<file path="config.mk">
export PLATFORM = sky130hd
export DESIGN_NAME = rpc_seq
export DESIGN_NICKNAME = d
export VERILOG_FILES = /design/src/rtl/rpc_pkg.sv /design/src/rtl/rpc_seq.sv
export SDC_FILE = /design/constraint.sdc
export NUM_CORES = 1
export LEC_CHECK = 0
export ABC_AREA = 1
export BUFFER_PORTS_ARGS = -buffer_cell sky130_fd_sc_hd__buf_2
export CAP_MARGIN = 20
export CELL_PAD_IN_SITES_DETAIL_PLACEMENT = 2
export CELL_PAD_IN_SITES_GLOBAL_PLACEMENT = 2
export CORE_ASPECT_RATIO = 1.1
export CORE_MARGIN = 5
export CORE_UTILIZATION = 23
export CTS_BUF_LIST = sky130_fd_sc_hd__clkbuf_2
export CTS_CLUSTER_DIAMETER = 80
export DETAILED_ROUTE_END_ITERATION = 10
export PLACE_DENSITY_LB_ADDON = 0.1
export RECOVER_POWER = 25
export SYNTH_ARGS = -nofsm -noshare
export SYNTH_HDL_FRONTEND = slang
export SYNTH_SLANG_ARGS = --single-unit
</file>
<file path="constraint.sdc">
create_clock -name clk -period 1.5 [get_ports clk]
set_clock_uncertainty 0.1 [all_clocks]
set_input_delay 0.3 -clock clk [delete_from_list [all_inputs] [get_ports clk]]
set_output_delay 0.3 -clock clk [all_outputs]
set_load 0.005 [all_outputs]
</file>
<file path="src/rtl/rpc_pkg.sv">
`default_nettype none

package rpc_pkg;

  // Field and datapath widths
  localparam int DATA_W    = 16;
  localparam int ERR_W     = 17;
  localparam int DIFF_W    = 18;
  localparam int LIMIT_W   = 31;
  localparam int INTEG_W   = 32;
  localparam int ISUM_W    = 33;
  localparam int MUL_A_W   = 17;
  localparam int MUL_B_W   = 32;
  localparam int PROD_W    = 49;
  localparam int ACC_W     = 64;
  localparam int QUO_W     = DIFF_W + DATA_W;
  localparam int PC_W      = 4;
  localparam int CFG_ADDR_W = 5;
  localparam int CFG_DATA_W = 32;

  // Datapath operations
  localparam logic [3:0] OP_NOP      = 4'd0;
  localparam logic [3:0] OP_ERR      = 4'd1;
  localparam logic [3:0] OP_DIFF     = 4'd2;
  localparam logic [3:0] OP_DSTART   = 4'd3;
  localparam logic [3:0] OP_INTSUM   = 4'd4;
  localparam logic [3:0] OP_INTCLAMP = 4'd5;
  localparam logic [3:0] OP_DERIV    = 4'd6;
  localparam logic [3:0] OP_RESULT   = 4'd7;
  localparam logic [3:0] OP_NEXTAX   = 4'd8;
  localparam logic [3:0] OP_DONE     = 4'd9;

  // Multiplier operand selection
  localparam logic [2:0] MUL_NONE     = 3'd0;
  localparam logic [2:0] MUL_ERR_STEP = 3'd1;
  localparam logic [2:0] MUL_KP_ERR   = 3'd2;
  localparam logic [2:0] MUL_KI_INT   = 3'd3;
  localparam logic [2:0] MUL_KD_DER   = 3'd4;

  // Accumulator operations
  localparam logic [2:0] ACC_NONE  = 3'd0;
  localparam logic [2:0] ACC_CLR   = 3'd1;
  localparam logic [2:0] ACC_ADD   = 3'd2;
  localparam logic [2:0] ACC_ADD12 = 3'd3;
  localparam logic [2:0] ACC_NEG   = 3'd4;

  // Jump conditions
  localparam logic [1:0] JMP_NEXT     = 2'd0;
  localparam logic [1:0] JMP_DIV_BUSY = 2'd1;
  localparam logic [1:0] JMP_MORE_AX  = 2'd2;
  localparam logic [1:0] JMP_OUT_FULL = 2'd3;

  typedef struct packed {
    logic [3:0]      op;
    logic [2:0]      mul;
    logic [2:0]      acc;
    logic [1:0]      jmp;
    logic [PC_W-1:0] target;
  } rpc_ctrl_t;

  typedef struct packed {
    logic div_busy;
    logic last_axis;
    logic out_full;
  } rpc_stat_t;

endpackage

`default_nettype wire

</file>
<file path="src/rtl/rpc_seq.sv">
`default_nettype none

module rpc_seq (
  input  logic                 clk,
  input  logic                 rst,
  input  logic                 start,
  input  rpc_pkg::rpc_stat_t   stat,
  output rpc_pkg::rpc_ctrl_t   ctrl,
  output logic                 busy
);
  import rpc_pkg::*;

  localparam logic [PC_W-1:0] PC_TOP      = 4'd0;
  localparam logic [PC_W-1:0] PC_WAIT_DIV = 4'd7;
  localparam logic [PC_W-1:0] PC_DONE     = 4'd14;

  localparam rpc_ctrl_t NOP_WORD = '{op: OP_NOP, mul: MUL_NONE, acc: ACC_NONE,
                                     jmp: JMP_NEXT, target: PC_TOP};

  logic             run;
  logic [PC_W-1:0]  pc;
  rpc_ctrl_t        word;
  logic             taken;

  // Per-axis program; the divider runs alongside the multiply steps
  function automatic rpc_ctrl_t rom(input logic [PC_W-1:0] addr);
    rpc_ctrl_t w;
    w = NOP_WORD;
    unique case (addr)
      4'd0:  w.op = OP_ERR;
      4'd1:  begin w.op = OP_DIFF;     w.mul = MUL_ERR_STEP; end
      4'd2:  begin w.op = OP_DSTART;   w.acc = ACC_CLR;      end
      4'd3:  begin w.op = OP_INTSUM;   w.mul = MUL_KP_ERR;   end
      4'd4:  begin w.op = OP_INTCLAMP; w.acc = ACC_ADD12;    end
      4'd5:  w.mul = MUL_KI_INT;
      4'd6:  w.acc = ACC_ADD;
      4'd7:  begin w.jmp = JMP_DIV_BUSY; w.target = PC_WAIT_DIV; end
      4'd8:  w.op = OP_DERIV;
      4'd9:  w.mul = MUL_KD_DER;
      4'd10: w.acc = ACC_ADD12;
      4'd11: w.acc = ACC_NEG;
      4'd12: w.op = OP_RESULT;
      4'd13: begin w.op = OP_NEXTAX; w.jmp = JMP_MORE_AX;  w.target = PC_TOP;  end
      4'd14: begin w.op = OP_DONE;   w.jmp = JMP_OUT_FULL; w.target = PC_DONE; end
      default: w = NOP_WORD;
    endcase
    return w;
  endfunction

  always_comb begin
    word = rom(pc);
    case (word.jmp)
      JMP_DIV_BUSY: taken = stat.div_busy;
      JMP_MORE_AX:  taken = ~stat.last_axis;
      JMP_OUT_FULL: taken = stat.out_full;
      default:      taken = 1'b0;
    endcase
    ctrl = run ? word : NOP_WORD;
  end

  always_ff @(posedge clk) begin
    if (rst) begin
      run <= 1'b0;
      pc  <= PC_TOP;
    end else if (!run) begin
      if (start) begin
        run <= 1'b1;
        pc  <= PC_TOP;
      end
    end else begin
      pc <= taken ? word.target : pc + 1'b1;
      if (word.op == OP_DONE && !taken) begin
        run <= 1'b0;
      end
    end
  end

  assign busy = run;

endmodule

`default_nettype wire

</file>
# After elaboration in Yosys (flattened, before gate mapping)
# Index checks and enable logic that the tools add are counted.
word_totals:
  register_bits: 5
  input_bits: 6
  output_inout_bits: 17
  wordCells: 39
op_classes:
  addsub: 1
  eq_ne: 18
  mux: 12
  bitwise_logic: 1
  n_reduce_logical: 5
op_table:
  columns: ["operator", "n"]
  rows:
  - ["case mux 4 bit (9 select lines)", 1]
  - ["equality test 4 bit (second input constant)", 8]
  - ["case mux 3 bit (4 select lines)", 2]
  - ["case mux 6 bit (3 select lines)", 1]
  - ["equality test 4 x 3 -> 1 bit (second input constant)", 4]
  - ["two-way mux 16 bit", 1]
  - ["two-way mux 4 bit", 3]
  - ["equality test 4 x 2 -> 1 bit (second input constant)", 2]
  - ["adder 4 x 1 -> 4 bit (second input constant)", 1]
  - ["equality test 2 bit (second input constant)", 2]
  - ["equality test 4 x 1 -> 1 bit (second input constant)", 1]
  - ["zero test 4 bit", 1]
  - ["two-way mux 1 bit", 3]
  - ["case mux 1 bit (3 select lines)", 1]
  - ["equality test 2 x 1 -> 1 bit (second input constant)", 1]
  - ["nonzero test 2 bit", 1]
  - ["OR reduction 2 bit", 1]
  - ["logical AND 1 bit", 1]
  - ["zero test 1 bit", 1]
  - ["NOT 1 bit", 1]

# Logic depth before layout (Yosys ltp)
logic_depth:
  depth_word: 8
  ltp_mapped: 11
  mapped_depth_nobuf: 11

# Worst setup path before layout
# Ideal clock, no wire load.
synth_path:
  kind: "reg2out"
  start: "reg pc[0]"
  end: "out ctrl[6] in the netlist's numbering"
  arrival_ns: 1.179
  required_time_ns: 1.100
  path_slack_ns: -0.079
  stages_incl_launch_ff: 6
  cell_sequence: "dfxtp_1 -> inv_1 -> ha_1 -> inv_2 -> or2_2 -> a21oi_1"
synth_lines:
  columns: ["item", "line_no", "rtl"]
  rows:
  - ["start, declared", "rpc_seq.sv:21", "logic [PC_W-1:0] pc;"]
  - ["start signal, assigned", "rpc_seq.sv:71", "pc <= taken ? word.target : pc + 1'b1;"]
  - ["end, declared", "rpc_seq.sv:8", "output rpc_pkg::rpc_ctrl_t ctrl,"]

==> run metrics <==
Yosys top cell by area dfxtp_1; First-pass DRT Iterations 2; worst-margin pin slew 0.313 ns; register area share after synthesis 0.161; initial antenna violation count 0; final WL between 2 and 3 mm; final hold violation count 0; Synth Instances 96; # rows 19; Ys Warns 0; placed cell count ~170; failing checks setup timing; # fillers between 200 and 300; Nets roughly 150; CTS sink cnt 5; RSZ-0062 raised after global routing yes; Routability Congestion between 0.7 and 0.8; Initial Utilization 0.244; ratio of final minimum period to clock period 1.17; DR vias 807; I/O Pins 23; Worst Path Max Fanout 4; post-synthesis net count approximately 110; drt wl/cell 15.8 um; DRC 0; Worst slew margin 0.791; CP bufs+invs 4; 1st-iter DRT viols 13; status finished with violations; Ant. Diodes 0; post-synthesis register bit count 5; Crit. End Element output pin; CTS Buf Count 3; Worst path top cell family by delay buffers and inverters; input/output buffers 22; CTS tree built; Overall Global Routing Usage 0.151; Post-DP HPWL a little under 2 mm; Max VDD drop ~300 uV; max_cap viols 0; area post-placement 896 um2; total congestion overflow 0; critical path type reg -> out; Post-Layout Cell Count 174; Worst-Skew Late Latency 0.23 ns; Die W 59.5 um; CP max stage delay between 0.3 and 0.4 ns; Critical-path top delay cell dfxtp_4; Synth top area share 0.161; synth unique cells 24; largest net degree at the start of global routing 12; Worst EP required roughly 1.1 ns; most used cell, CP inv_4; synthesized area per cell 6.46 um2; share of layout cells above drive strength 1 0.706; mean number of vias per cell 4.64; die area 0.00384 mm2; min-delay worst type in -> reg; CTS Root Cell clkbuf_2; Core Box Area ~0.0025 mm2; Synth area leaders dfxtp_1 (16%), nand2_1 (11%), a21oi_1 (8.1%); final worst slack -0.256 ns; Bufs on Longest Clock Path 2; total power between 400 and 500 uW; global-route wire length before repair roughly 4.4 mm; vias in the first global route 913; post-route minimum period approximately 1.8 ns; fmax approximately 0.57 GHz; Slew Viols, Final 0; Worst setup SP type flip-flop; WP data arrival around 1.4 ns; Syn Std Cell Area roughly 620 um2; count of final setup violators 21; Routed Antenna Nets 0; leak pwr 0.000527 uW; Post-Layout Inst Area roughly 0.0011 mm2; H-tree levels 1; critical-path cell list inv_4 > ha_4 > inv_4 > buf_6 > nand2_8 > nand2_4 > a21oi_2 > buf_2; Reg clk slew, reported paths ~0.060 ns; Layout area overhead 79.6%; height of the die between 60 and 70 um; PwrDens ~370 mW/mm2
-- worst reg2reg max path, delay by kind of cell, from the launching register on --
family | cells | cell delay (ns)
adder cells (fa/ha/maj) | 1 | 0.17
buffers and inverters | 5 | 0.45
flip-flops | 1 | 0.37
AO/OA/AOI/OAI | 1 | 0.05
AND/OR/NAND/NOR | 6 | 0.41
-- cell usage in the layout (no fill, tap or decap), types with 4 or more instances in the layout --
| cell | instances |
|---|---|
| buf_4 | 22 |
| buf_2 | 21 |
| nand2_1 | 11 |
| nand2_2 | 9 |
| nor2_1 | 8 |
| inv_1 | 7 |
| inv_2 | 5 |
| nor2_2 | 5 |
| a21oi_1 | 5 |
| a21oi_2 | 4 |
| clkbuf_2 | 4 |
| buf_6 | 4 |
-- layout make-up --
cell class	count	area, um2	share of cell area
clock buffers	4	20.0	0.0180
inverters	14	57.6	0.0516
multi-input cells	72	567	0.508
flip-flops and latches	5	113	0.101
well taps	31	38.8	0.0348
repair buffers	48	319	0.286
-- power by group --
group / internal (uW) / total (uW) / switching [uW]
Combinational: 66.9 / 143 / 76.2
Clock: 70.5 / 131 / 60.5
Sequential: 134 / 141 / 6.93
-- per-layer routing --
metal / vias to the layer above / GRT usage / routed length [um]
li1: 399 / - / -
met1: 387 / 0.163 / 1100
met2: 18 / 0.298 / 1520
met3: 3 / 0.00992 / 86
met4: 0 / 0.0499 / 34
met5: - / 0 / 0
-- per-stage QoR --
step	worst slack, ns	TNS, ns	util	hold slack (ns)
detailed placement	-0.0998	-1.15	0.352	0.432
global placement	-0.0729	-0.475	0.352	0.431
global route	-0.341	-5.53	0.438	0.175
CTS	-0.242	-3.92	0.408	0.170
floorplan	-0.0114	-0.0114	-	0.269
finish	-0.256	-3.74	0.438	0.181
-- registers in the layout, summed over array words and instances (netlist names) --
| signal | flops |
|---|---|
| pc | 4 |
| busy | 1 |
-- cells in the mapped netlist --
| cell | instances |
|---|---|
| a21oi_1 | 10 |
| a31oi_1 | 2 |
| buf_4 | 2 |
| buf_6 | 2 |
| clkbuf_1 | 1 |
| dfxtp_1 | 5 |
| ha_1 | 4 |
| inv_1 | 9 |
| inv_2 | 5 |
| nand2_1 | 19 |
| nand2_2 | 3 |
| nand2_4 | 1 |
| nand3_1 | 4 |
| nand3_2 | 3 |
| nand3_4 | 1 |
| nand4_4 | 1 |
| nor2_1 | 13 |
| nor2_2 | 1 |
| nor2_4 | 1 |
| nor3_1 | 4 |
| o211ai_1 | 1 |
| or2_2 | 2 |
| xnor2_1 | 1 |
| xor2_1 | 1 |
-- kinds of logic after synthesis --
logic type	count (synthesis)	share of synthesized area
adders and majority gates	4	0.0806
and+or+nand+nor	53	0.466
xor gates and xnor gates	2	0.0282
DFF	5	0.161
AOI/OAI and AO/OA	13	0.113
buffers and inverters	19	0.151
-- path summary, 6_finish.rpt --
path | startpoint | endpoint | slack, ns | depth (start not counted)
min reg2reg | busy | pc[0] | 0.45 | 2
min | rst | pc[1] | 0.18 | 2
max reg2reg | pc[0] | pc[3] | -0.15 | 13
max | pc[0] | ctrl[13] | -0.26 | 8
-- timing repair --
item / in CTS / in global routing
hold buffers: 0 / 0
setup endpoints to repair: 21 / 21
pin swaps: 10 / 12
gates resized for setup: 25 / 22
cloned: 0 / 0
setup buffers: 5 / 1
No activity file was read; power rests on OpenSTA's default activity.
