**config.mk**
```make
export PLATFORM = sky130hd
export DESIGN_NAME = rpc_dp
export DESIGN_NICKNAME = d
export VERILOG_FILES = /design/src/rtl/rpc_pkg.sv /design/src/rtl/rpc_div.sv /design/src/rtl/rpc_dp.sv
export SDC_FILE = /design/constraint.sdc
export NUM_CORES = 2
export LEC_CHECK = 0
export BUFFER_PORTS_ARGS = -buffer_cell sky130_fd_sc_hd__buf_2
export CELL_PAD_IN_SITES_DETAIL_PLACEMENT = 0
export CELL_PAD_IN_SITES_GLOBAL_PLACEMENT = 1
export CORE_UTILIZATION = 46
export DETAILED_ROUTE_END_ITERATION = 7
export GPL_TIMING_DRIVEN = 0
export PLACE_DENSITY_LB_ADDON = 0.1
export SLEW_MARGIN = 15
export SYNTH_ARGS = -nofsm -noshare
export SYNTH_HDL_FRONTEND = slang
export SYNTH_SLANG_ARGS = --single-unit
```
**constraint.sdc**
```tcl
create_clock -name clk -period 9 [get_ports clk]
set_clock_uncertainty 0.2 [all_clocks]
set_input_delay 1.8 -clock clk [delete_from_list [all_inputs] [get_ports clk]]
set_output_delay 1.8 -clock clk [all_outputs]
set_load 0.01 [all_outputs]
```
**src/rtl/rpc_pkg.sv**
```systemverilog
`default_nettype none

package rpc_pkg;

  // Field and datapath widths
  localparam int DATA_W    = 16;
  localparam int ERR_W     = 17;
  localparam int DIFF_W    = 18;
  localparam int LIMIT_W   = 31;
  localparam int INTEG_W   = 32;
  localparam int ISUM_W    = 33;
  localparam int MUL_A_W   = 17;
  localparam int MUL_B_W   = 32;
  localparam int PROD_W    = 49;
  localparam int ACC_W     = 64;
  localparam int QUO_W     = DIFF_W + DATA_W;
  localparam int PC_W      = 4;
  localparam int CFG_ADDR_W = 5;
  localparam int CFG_DATA_W = 32;

  // Datapath operations
  localparam logic [3:0] OP_NOP      = 4'd0;
  localparam logic [3:0] OP_ERR      = 4'd1;
  localparam logic [3:0] OP_DIFF     = 4'd2;
  localparam logic [3:0] OP_DSTART   = 4'd3;
  localparam logic [3:0] OP_INTSUM   = 4'd4;
  localparam logic [3:0] OP_INTCLAMP = 4'd5;
  localparam logic [3:0] OP_DERIV    = 4'd6;
  localparam logic [3:0] OP_RESULT   = 4'd7;
  localparam logic [3:0] OP_NEXTAX   = 4'd8;
  localparam logic [3:0] OP_DONE     = 4'd9;

  // Multiplier operand selection
  localparam logic [2:0] MUL_NONE     = 3'd0;
  localparam logic [2:0] MUL_ERR_STEP = 3'd1;
  localparam logic [2:0] MUL_KP_ERR   = 3'd2;
  localparam logic [2:0] MUL_KI_INT   = 3'd3;
  localparam logic [2:0] MUL_KD_DER   = 3'd4;

  // Accumulator operations
  localparam logic [2:0] ACC_NONE  = 3'd0;
  localparam logic [2:0] ACC_CLR   = 3'd1;
  localparam logic [2:0] ACC_ADD   = 3'd2;
  localparam logic [2:0] ACC_ADD12 = 3'd3;
  localparam logic [2:0] ACC_NEG   = 3'd4;

  // Jump conditions
  localparam logic [1:0] JMP_NEXT     = 2'd0;
  localparam logic [1:0] JMP_DIV_BUSY = 2'd1;
  localparam logic [1:0] JMP_MORE_AX  = 2'd2;
  localparam logic [1:0] JMP_OUT_FULL = 2'd3;

  typedef struct packed {
    logic [3:0]      op;
    logic [2:0]      mul;
    logic [2:0]      acc;
    logic [1:0]      jmp;
    logic [PC_W-1:0] target;
  } rpc_ctrl_t;

  typedef struct packed {
    logic div_busy;
    logic last_axis;
    logic out_full;
  } rpc_stat_t;

endpackage

`default_nettype wire

```
**src/rtl/rpc_div.sv**
```systemverilog
`default_nettype none

module rpc_div (
  input  logic                                 clk,
  input  logic                                 rst,
  input  logic                                 start,
  input  logic signed [rpc_pkg::DIFF_W-1:0]    num,
  input  logic        [rpc_pkg::DATA_W-1:0]    den,
  output logic                                 busy,
  output logic        [rpc_pkg::QUO_W-1:0]     quo
);
  import rpc_pkg::*;

  localparam int ITERS = QUO_W / 2;
  localparam int CNT_W = $clog2(ITERS);

  logic [DATA_W-1:0] rem;
  logic [DATA_W-1:0] den_r;
  logic [QUO_W-1:0]  q;
  logic [CNT_W-1:0]  cnt;
  logic [DIFF_W-1:0] mag;
  logic [DATA_W:0]   r1;
  logic [DATA_W:0]   r2;
  logic              b1;
  logic              b2;
  logic [DATA_W-1:0] rem1;
  logic [DATA_W-1:0] rem2;

  // Two restoring steps per cycle
  always_comb begin
    mag  = num[DIFF_W-1] ? DIFF_W'(-num) : num;
    r1   = {rem, q[QUO_W-1]};
    b1   = (r1 >= {1'b0, den_r});
    rem1 = b1 ? DATA_W'(r1 - {1'b0, den_r}) : r1[DATA_W-1:0];
    r2   = {rem1, q[QUO_W-2]};
    b2   = (r2 >= {1'b0, den_r});
    rem2 = b2 ? DATA_W'(r2 - {1'b0, den_r}) : r2[DATA_W-1:0];
  end

  always_ff @(posedge clk) begin
    if (rst) begin
      busy <= 1'b0;
      cnt  <= '0;
    end else if (start) begin
      busy <= 1'b1;
      cnt  <= '0;
    end else if (busy) begin
      cnt <= cnt + 1'b1;
      if (cnt == CNT_W'(ITERS - 1)) begin
        busy <= 1'b0;
      end
    end
  end

  always_ff @(posedge clk) begin
    if (start) begin
      rem   <= '0;
      den_r <= den;
      q     <= {mag, {DATA_W{1'b0}}};
    end else if (busy) begin
      rem <= rem2;
      q   <= {q[QUO_W-3:0], b1, b2};
    end
  end

  assign quo = q;

endmodule

`default_nettype wire

```
**src/rtl/rpc_dp.sv**
```systemverilog
`default_nettype none

module rpc_dp #(
  parameter int NUM_AXES = 2
) (
  input  logic                                 clk,
  input  logic                                 rst,
  input  logic                                 load,
  input  logic signed [rpc_pkg::DATA_W-1:0]    meas_roll,
  input  logic signed [rpc_pkg::DATA_W-1:0]    meas_pitch,
  input  logic        [rpc_pkg::DATA_W-1:0]    time_step,
  input  logic signed [rpc_pkg::DATA_W-1:0]    setpoint_roll,
  input  logic signed [rpc_pkg::DATA_W-1:0]    setpoint_pitch,
  input  logic        [rpc_pkg::DATA_W-1:0]    gain_prop,
  input  logic        [rpc_pkg::DATA_W-1:0]    gain_integ,
  input  logic        [rpc_pkg::DATA_W-1:0]    gain_deriv,
  input  logic        [rpc_pkg::LIMIT_W-1:0]   integ_limit,
  input  rpc_pkg::rpc_ctrl_t                   ctrl,
  output logic                                 div_busy,
  output logic                                 last_axis,
  output logic signed [rpc_pkg::DATA_W-1:0]    roll_corr,
  output logic signed [rpc_pkg::DATA_W-1:0]    pitch_corr
);
  import rpc_pkg::*;

  localparam int AX_W = (NUM_AXES > 1) ? $clog2(NUM_AXES) : 1;
  localparam logic [AX_W-1:0] LAST_AX = AX_W'(NUM_AXES - 1);
  localparam logic signed [INTEG_W-1:0] DERIV_MAX = 32'sh7FFF_FFFF;
  localparam logic signed [INTEG_W-1:0] DERIV_MIN = 32'sh8000_0000;

  logic signed [DATA_W-1:0]  meas_roll_r;
  logic signed [DATA_W-1:0]  meas_pitch_r;
  logic        [DATA_W-1:0]  step_r;
  logic        [AX_W-1:0]    ax;
  logic signed [INTEG_W-1:0] integ_acc [NUM_AXES];
  logic signed [ERR_W-1:0]   prev_error [NUM_AXES];

  logic signed [ERR_W-1:0]   err_r;
  logic signed [DIFF_W-1:0]  diff_r;
  logic signed [ISUM_W-1:0]  isum_r;
  logic signed [INTEG_W-1:0] integ_r;
  logic signed [INTEG_W-1:0] deriv_r;
  logic signed [PROD_W-1:0]  prod_r;
  logic signed [ACC_W-1:0]   acc_r;
  logic signed [DATA_W-1:0]  roll_r;
  logic signed [DATA_W-1:0]  pitch_r;

  logic signed [DATA_W-1:0]  sp_sel;
  logic signed [DATA_W-1:0]  meas_sel;
  logic signed [ERR_W-1:0]   err_next;
  logic signed [MUL_A_W-1:0] mul_a;
  logic signed [MUL_B_W-1:0] mul_b;
  logic signed [PROD_W-1:0]  prod_next;
  logic signed [PROD_W-1:0]  inc;
  logic signed [ISUM_W-1:0]  lim_s;
  logic signed [ISUM_W-1:0]  clamp;
  logic        [QUO_W-1:0]   quo;
  logic signed [INTEG_W-1:0] deriv_next;
  logic signed [ACC_W-1:0]   prod_ext;
  logic signed [ACC_W-1:0]   acc_next;
  logic signed [ACC_W-1:0]   shr;
  logic signed [DATA_W-1:0]  sat;

  rpc_div u_div (
    .clk   (clk),
    .rst   (rst),
    .start (ctrl.op == OP_DSTART),
    .num   (diff_r),
    .den   (step_r),
    .busy  (div_busy),
    .quo   (quo)
  );

  assign last_axis = (ax == LAST_AX);

  always_comb begin
    sp_sel   = '0;
    meas_sel = '0;
    if (ax == AX_W'(0)) begin
      sp_sel   = setpoint_roll;
      meas_sel = meas_roll_r;
    end else if (ax == AX_W'(1)) begin
      sp_sel   = setpoint_pitch;
      meas_sel = meas_pitch_r;
    end
    err_next = {sp_sel[DATA_W-1], sp_sel} - {meas_sel[DATA_W-1], meas_sel};
  end

  // Shared multiplier operands
  always_comb begin
    mul_a = '0;
    mul_b = '0;
    case (ctrl.mul)
      MUL_ERR_STEP: begin
        mul_a = err_r;
        mul_b = {{(MUL_B_W-DATA_W){1'b0}}, step_r};
      end
      MUL_KP_ERR: begin
        mul_a = {1'b0, gain_prop};
        mul_b = {{(MUL_B_W-ERR_W){err_r[ERR_W-1]}}, err_r};
      end
      MUL_KI_INT: begin
        mul_a = {1'b0, gain_integ};
        mul_b = integ_r;
      end
      MUL_KD_DER: begin
        mul_a = {1'b0, gain_deriv};
        mul_b = deriv_r;
      end
      default: ;
    endcase
    prod_next = PROD_W'(mul_a) * PROD_W'(mul_b);
  end

  always_comb begin
    inc   = prod_r >>> 4;
    lim_s = $signed({2'b00, integ_limit});
    if (isum_r > lim_s) begin
      clamp = lim_s;
    end else if (isum_r < -lim_s) begin
      clamp = -lim_s;
    end else begin
      clamp = isum_r;
    end

    // Truncate toward zero, saturate to 32 bits; zero step gives zero
    if (step_r == '0) begin
      deriv_next = '0;
    end else if (!diff_r[DIFF_W-1]) begin
      deriv_next = (quo > QUO_W'(32'h7FFF_FFFF)) ? DERIV_MAX : $signed(quo[INTEG_W-1:0]);
    end else begin
      deriv_next = (quo > QUO_W'(32'h8000_0000)) ? DERIV_MIN : -$signed(quo[INTEG_W-1:0]);
    end

    prod_ext = ACC_W'(prod_r);
    case (ctrl.acc)
      ACC_CLR:   acc_next = '0;
      ACC_ADD:   acc_next = acc_r + prod_ext;
      ACC_ADD12: acc_next = acc_r + (prod_ext <<< 12);
      ACC_NEG:   acc_next = -acc_r;
      default:   acc_next = acc_r;
    endcase

    shr = acc_r >>> 20;
    if (shr > ACC_W'(32767)) begin
      sat = 16'sh7FFF;
    end else if (shr < ACC_W'(-32768)) begin
      sat = 16'sh8000;
    end else begin
      sat = shr[DATA_W-1:0];
    end
  end

  always_ff @(posedge clk) begin
    if (load) begin
      meas_roll_r  <= meas_roll;
      meas_pitch_r <= meas_pitch;
      step_r       <= time_step;
    end
    if (ctrl.mul != MUL_NONE) begin
      prod_r <= prod_next;
    end
    acc_r <= acc_next;
    unique case (ctrl.op)
      OP_ERR:    err_r   <= err_next;
      OP_DIFF:   diff_r  <= {err_r[ERR_W-1], err_r} - {prev_error[ax][ERR_W-1], prev_error[ax]};
      OP_INTSUM: isum_r  <= ISUM_W'(integ_acc[ax]) + ISUM_W'(inc);
      OP_INTCLAMP: integ_r <= INTEG_W'(clamp);
      OP_DERIV:  deriv_r <= deriv_next;
      default: ;
    endcase
  end

  always_ff @(posedge clk) begin
    if (rst) begin
      ax      <= '0;
      roll_r  <= '0;
      pitch_r <= '0;
      for (int i = 0; i < NUM_AXES; i++) begin
        integ_acc[i]  <= '0;
        prev_error[i] <= '0;
      end
    end else begin
      unique case (ctrl.op)
        OP_DIFF:     prev_error[ax] <= err_r;
        OP_INTCLAMP: integ_acc[ax]  <= INTEG_W'(clamp);
        OP_RESULT: begin
          if (ax == AX_W'(0)) begin
            roll_r <= sat;
          end else if (ax == AX_W'(1)) begin
            pitch_r <= sat;
          end
        end
        OP_NEXTAX:   ax <= last_axis ? '0 : ax + 1'b1;
        default: ;
      endcase
    end
  end

  assign roll_corr  = roll_r;
  assign pitch_corr = pitch_r;

endmodule

`default_nettype wire

```
# After elaboration in Yosys (flattened, before gate mapping)
# Memories as Yosys holds them, arrays and structs flattened. A register that Yosys moved wholly into a read port is not among the register bits.
# Index checks and enable logic that the tools add are counted.
dict set report totals {
  out_inout_bits 34
  mem_bits_rw 98
  memories 2
  word_cells 109
  inputBits 178
  register_bits 398
}
# name depth word_bits read_ports rd_clocked_by_memory_dff wr line
set mem_list {}
lappend mem_list {integ_acc 2 32 1 1 2 rpc_dp.sv:35} ;# logic signed [INTEG_W-1:0] integ_acc [NUM_AXES];
lappend mem_list {prev_error 2 17 1 1 2 rpc_dp.sv:36} ;# logic signed [ERR_W-1:0] prev_error [NUM_AXES];
dict set report classes {
  bitwise 1
  reduce_logical 9
  n_mul 1
  add_sub_neg 13
  n_mux 39
  n_lt_le_gt_ge 8
  n_eq_ne 17
}
# cell n
set op_table {}
lappend op_table {{$pmux W64 S4} 1}
lappend op_table {{$mux W32} 6}
lappend op_table {{$pmux W32 S4} 1}
lappend op_table {{$mux W16} 6}
lappend op_table {{$mux W34} 2}
lappend op_table {{$pmux W17 S4} 1}
lappend op_table {{$add A64 B49 Y64} 1}
lappend op_table {{$add A64 B61 Y64} 1}
lappend op_table {{$neg A64 Y64} 1}
lappend op_table {{$mul A17 B32 Y49} 1}
lappend op_table {{$gt A44 B16 Y1 const B} 1}
lappend op_table {{$lt A44 B16 Y1 const B} 1}
lappend op_table {{$ge A17 B16 Y1} 2}
lappend op_table {{$gt A34 B31 Y1 const B} 1}
lappend op_table {{$gt A34 B32 Y1 const B} 1}
lappend op_table {{$add A32 B33 Y33} 1}
lappend op_table {{$gt A33 B32 Y1} 1}
lappend op_table {{$lt A33 B33 Y1} 1}
lappend op_table {{$neg A31 Y33} 1}
lappend op_table {{$neg A32 Y32} 1}
lappend op_table {{$reduce_or A32 Y1} 1}
lappend op_table {{$sub A16 B16 Y16} 2}
lappend op_table {{$mux W1} 20}
lappend op_table {{$mux W18} 1}
lappend op_table {{22 further kinds} 32}

# Depth between registers and ports, before layout
dict set report depth {
  ltp_word 6
  ltp_mapped 31
  depth_no_buf 27
}

# By module
# A second synthesis with hierarchy kept.
dict set report hier_totals {
  cells_unflattened 5903
  area_unflattened_um2 54205.7
}
# mod cells_each n_inst seq_area_each_um2 area_per_inst_um2
set modules_own_cells {}
lappend modules_own_cells {rpc_dp 5385 1 12421.9 49318.6}
lappend modules_own_cells {rpc_div 518 1 1781.7 4887.2}

# Worst setup path after synthesis
# Ideal clock, no wire load.
dict set report synth_path {
  kind {in2reg}
  start {input port ctrl[9] in the netlist's numbering}
  end {register prod_r[41], data pin}
  setup_time_ns 0.265
  path_buffers 3
  required_ns 8.535
  path_stages 28
  setup_slack_ns -0.446
  t_arrival_ns 8.981
  path_cell_list {and3b_1 -> clkbuf_1 -> clkbuf_1 -> clkbuf_1 -> a22o_1 -> a221oi_1 -> nor2_1 -> fa_1 -> inv_1 -> fa_1 -> fa_1 -> fa_1 -> inv_1 -> fa_1 -> inv_1 -> fa_1 -> inv_1 -> ha_1 -> nand2_1 -> nor2_1 -> a211oi_1 -> o21ai_0 -> a211o_1 -> a211o_1 -> a31o_2 -> a31oi_1 -> o21ai_0 -> xor2_1}
}
dict set report synth_between {
  elab_chain_cells 3
  word_cells_on_any_way 7
  classes_between {mul: 1; eq/ne: 4; mux: 2}
}
# item line
set synth_lines {}
lappend synth_lines {{from (decl)} rpc_dp.sv:18} ;# input rpc_pkg::rpc_ctrl_t ctrl,
lappend synth_lines {{$eq A3 B3 Y1, or another cell as far along} rpc_dp.sv:93} ;# case (ctrl.mul)
lappend synth_lines {{$pmux W17 S4 / $pmux W32 S4 (equally long branches)} rpc_dp.sv:93}
lappend synth_lines {{$mul A17 B32 Y49 *} rpc_dp.sv:112} ;# prod_next = PROD_W'(mul_a) * PROD_W'(mul_b);
lappend synth_lines {{named net prod_next[41]} rpc_dp.sv:53} ;# logic signed [PROD_W-1:0] prod_next;
lappend synth_lines {{to (signal assigned)} rpc_dp.sv:161} ;# prod_r <= prod_next;
lappend synth_lines {{to (decl)} rpc_dp.sv:43} ;# logic signed [PROD_W-1:0] prod_r;
# Mark *: on every way through the listed nets, which the timed path passes. The rest lies on a longest branch.
# A chain may end at the register's enable or synchronous reset.

# Worst setup path after layout
dict set report layout_path {
  start {input port ctrl[11] in the netlist's numbering}
  end {register prod_r[48], data pin}
}
# Same word-level chain as after synthesis.

==> impl_metrics.yaml <==
timing:
  fin_crit_ns: 8.87
  tightest_slew_ns: 1.18
  finalSetupTns_ns: 0
  setup_viol: 0
  drv_slew: 0
  slew_headroom: 0.210
  hold_viol_final: 0
  timing.fmax_mhz: 113
  min_period_over_period: 0.986
  rsz0062_at_grt: "yes"
worst_setup_path:
  critPathCaptureType: "flip-flop"
  critPathArrivalTime_ns: 9.10
  critPathKind: "in -> reg"
  critPathLaunchType: "primary input"
  worst-path-max-fanout: 10
  cp.required_ns: 9.23
  crit_path_start: "ctrl[11]"
  rr_startpoint: "err_r[16]"
cts:
  cts_buffer_depth: 3
  clk_latency_ns: 0.70
  clock_sinks: 497
  clk_pin_slew_ns: 0.07
  htreeDepth: 2
  cts_buffers: 60
  clockRootBuffer: "clkbuf_16"
  cts_tree: "done"
floorplanning:
  io_pins: 212
  fp.dieArea_sq_mm: 0.120
  core_sq_mm: 0.118
  dieWidth_um: 346
  start_util: 0.463
  dieHeight_um: 346
  row_count: 126
global_routing:
  grt_use_met3: 0.0472
  grt_pass1_vias: 45600
  grt-ovfl-total: 0
  antenna_found_initial: 7
  grt_max_degree: 49
  top_usage_layer: "met2"
  grt_pass1_wl_mm: 288
  met2_usage: 0.508
  use_met1: 0.428
  track_usage: 0.319
logic_synthesis:
  yosys.area_share.simple: 0.150
  synthMuxAreaShare: 0.0312
  ys_ff_latch: 497
  synth-edff-count: 425
  synth_compound_area_frac: 0.153
  syn_inst: 5929
  synth_nets: 7027
  synth_ff_type: "edfxtp_1"
  synthAdderAreaFrac: 0.284
  yosys.area_share.xor_xnor: 0.0503
  synth_warnings: 0
  synth.cell_area_sq_mm: 0.0546
  syn_area_per_cell_sq_um: 9.21
  ys_seq_area_frac: 0.260
  async_reset_ff_frac: 0
  synth_top_family_by_area: "adder cells"
  synth_cell_type_count: 94
finish:
  fin_nets: 7412
  drive_above_1_share: 0.130
  utilization: 0.530
  stdcell_count: 7904
  area_growth_pct: 14.5
worst_hold_path:
  worstHoldPathType: "reg -> reg"
  hold_start: "u_div.rem[11]"
power_and_ir_drop:
  power_leakage_nw: 27.6
  p_per_area_mw_per_mm2: 239
  peakVddDrop_mv: 0.178
route:
  firstDrtPassIters: 5
  viasPerCell: 5.80
  drc: 0
  ant_nets: 0
  wirelength_mm: 192
  wl_per_cell_um: 24.2
  vias: 45800
  drt_iter0_drc: 3734
job:
  maxCapViolCount: 0
status:
  status: "completed"
place:
  dp.cells: 7708
  dp_hpwl_mm: 157
  io_buffers: 204
  routabilityCongestion: 0.978
[flip-flops by register name, indices dropped and copies added, names as in the netlist, named ones only]
| name | count |
|---|---|
| acc_r | 64 |
| deriv_r | 32 |
| diff_r | 18 |
| err_r | 17 |
| integ_acc | 64 |
| integ_r | 32 |
| isum_r | 33 |
| last_axis | 1 |
| meas_pitch_r | 16 |
| meas_roll_r | 16 |
| pitch_corr | 16 |
| prev_error | 34 |
| prod_r | 49 |
| roll_corr | 16 |
| step_r | 16 |
| u_div.busy | 1 |
| u_div.cnt | 5 |
| u_div.den_r | 16 |
| u_div.quo | 34 |
| u_div.rem | 16 |
[synthesized netlist by cell type, drive strengths merged (15+ instances only)]
| cell | number | area (sq um) |
|---|---|---|
| dfxtp | 72 | 1440 |
| fa | 528 | 10600 |
| edfxtp | 425 | 12800 |
| nor2 | 675 | 2540 |
| nand2 | 490 | 1840 |
| xor2 | 102 | 893 |
| nor3b | 17 | 128 |
| nor2b | 37 | 231 |
| or2 | 23 | 146 |
| xnor2 | 209 | 1830 |
| mux2i | 87 | 871 |
| clkbuf | 227 | 905 |
| o22ai | 23 | 144 |
| mux2 | 74 | 833 |
| o221ai | 18 | 158 |
| a22o | 40 | 350 |
| a221oi | 56 | 490 |
| o22a | 15 | 131 |
| and2 | 71 | 444 |
| or3 | 48 | 310 |
| o21bai | 34 | 255 |
| a211oi | 34 | 255 |
| nor3 | 92 | 475 |
| nand4 | 63 | 394 |
| o31ai | 36 | 270 |
| a22oi | 57 | 428 |
| ha | 392 | 4900 |
| o21ai | 243 | 1220 |
| nor4 | 38 | 283 |
| a21boi | 18 | 135 |
| a221o | 45 | 450 |
| o211ai | 18 | 135 |
| nand3 | 90 | 455 |
| a21o | 142 | 1070 |
| and3 | 20 | 125 |
| a31oi | 36 | 225 |
| nand2b | 64 | 400 |
| o21a | 36 | 270 |
| inv | 753 | 2830 |
| buf | 31 | 146 |
| a21oi | 301 | 1510 |
[power breakdown]
group | internal (mW) | total [mW] | switching (mW) | leakage, nW
registers | 3.00 | 3.62 | 0.622 | 4.76
logic | 3.47 | 8.75 | 5.29 | 21.9
clock network | 1.48 | 2.56 | 1.08 | 1.00
total | 7.95 | 14.9 | 6.99 | 27.6
[metal layers]
layer / vias up / share of wire
met5: - / 0.00024
met2: 1641 / 0.45
met4: 6 / 0.051
li1: 21300 / -
met1: 22500 / 0.43
met3: 365 / 0.071
[repair_timing]
| action | 4_1_cts | 5_1_grt |
|---|---|---|
| gates cloned | 0 | 0 |
| endpoints found under the hold margin | 0 | 0 |
| resized for setup | 218 | 134 |
| buffers inserted | 85 | 20 |
| pin swaps | 27 | 38 |
| hold buffers | 0 | 0 |
| setup endpoints to repair | 33 | 19 |
[area by class of cell]
| class | count | area (sq um) |
|---|---|---|
| inverters | 754 | 2840 |
| flip-flops and latches | 497 | 14200 |
| repair buffers | 348 | 2390 |
| fillers | 11100 | 55400 |
| multi-input cells | 4420 | 37700 |
| clock buffers | 74 | 1610 |
| clock inverters | 40 | 470 |
| well taps | 1536 | 1920 |
| diodes | 2 | 5.00 |
| plain buffers | 233 | 1380 |
[worst max-delay path: stages]
cell	delay, ns
buf_2	0.16
and3b_4	0.28
buf_8	0.17
a22o_1	0.29
a221oi_4	0.37
buf_4	0.20
buf_4	0.14
nor2_1	0.06
fa_1	0.51
inv_1	0.05
fa_1	0.50
fa_1	0.53
inv_1	0.05
ha_1	0.30
fa_1	0.53
inv_1	0.05
fa_1	0.53
inv_1	0.05
ha_1	0.28
or3_4	0.36
o311a_4	0.35
a32oi_4	0.34
a21oi_4	0.12
o21ai_4	0.23
o21ai_4	0.12
nand4_1	0.15
a32oi_2	0.13
xnor2_2	0.42
[placed cells by master (no fill, tap or decap), types with 32 or more instances in the layout]
cell       netlist  routed
inv_1          753     751
nor2_1         674     667
fa_1           528     514
nand2_1        489     487
edfxtp_1       425     425
ha_1           392     376
a21oi_1        301     297
o21ai_0        237     228
xnor2_1        209     207
buf_2            3     206
clkbuf_1       220     144
a21o_1         140     140
buf_4            3     122
xor2_1         102      99
nand3_1         89      89
nor3_1          89      87
mux2i_1         87      87
mux2_2          74      74
dfxtp_1         72      72
and2_1          69      68
nand4_1         63      63
clkbuf_16        0      63
nand2b_1        64      62
a22oi_1         57      55
or3_1           46      44
nor2b_1         37      36
o31ai_1         36      35
a31oi_1         36      35
o21a_1          36      35
nor4_1          35      34
a22o_1          40      33
a211oi_1        34      32
o21bai_1        34      32
[through the flow]
step	instance area (sq um)	power (mW)	setup WS (ns)	hold WS (ns)
2_1_floorplan	54800	9.46	-0.0245	0.242
3_3_place_gp	57700	11.9	-3.02	0.268
3_5_place_dp	58300	12.0	-2.92	0.281
4_1_cts	61900	14.8	0.000929	0.292
5_1_grt	62500	16.0	-0.0422	0.323
6_report	62500	14.9	0.127	0.289
[cell families (layout without fill, tap and decap cells)]
| group | after synthesis | after routing |
|---|---|---|
| adder cells (fa/ha/maj) | 920 | 920 |
| buffers and inverters | 1012 | 1449 |
| AND/OR/NAND/NOR | 1778 | 1778 |
| multiplexers | 161 | 161 |
| other | 0 | 2 |
| XOR/XNOR | 312 | 312 |
| AO/OA/AOI/OAI | 1249 | 1249 |
| flip-flops | 497 | 497 |
[final timing paths]
check	to	slack, ns	depth (start not counted)
setup / recovery	prod_r[48]	0.13	28
hold / removal	u_div.rem[11]	0.29	2
setup reg to reg	prod_r[48]	1.19	27
hold reg to reg	u_div.rem[11]	0.29	2
Power figures use the tool's default switching activity.
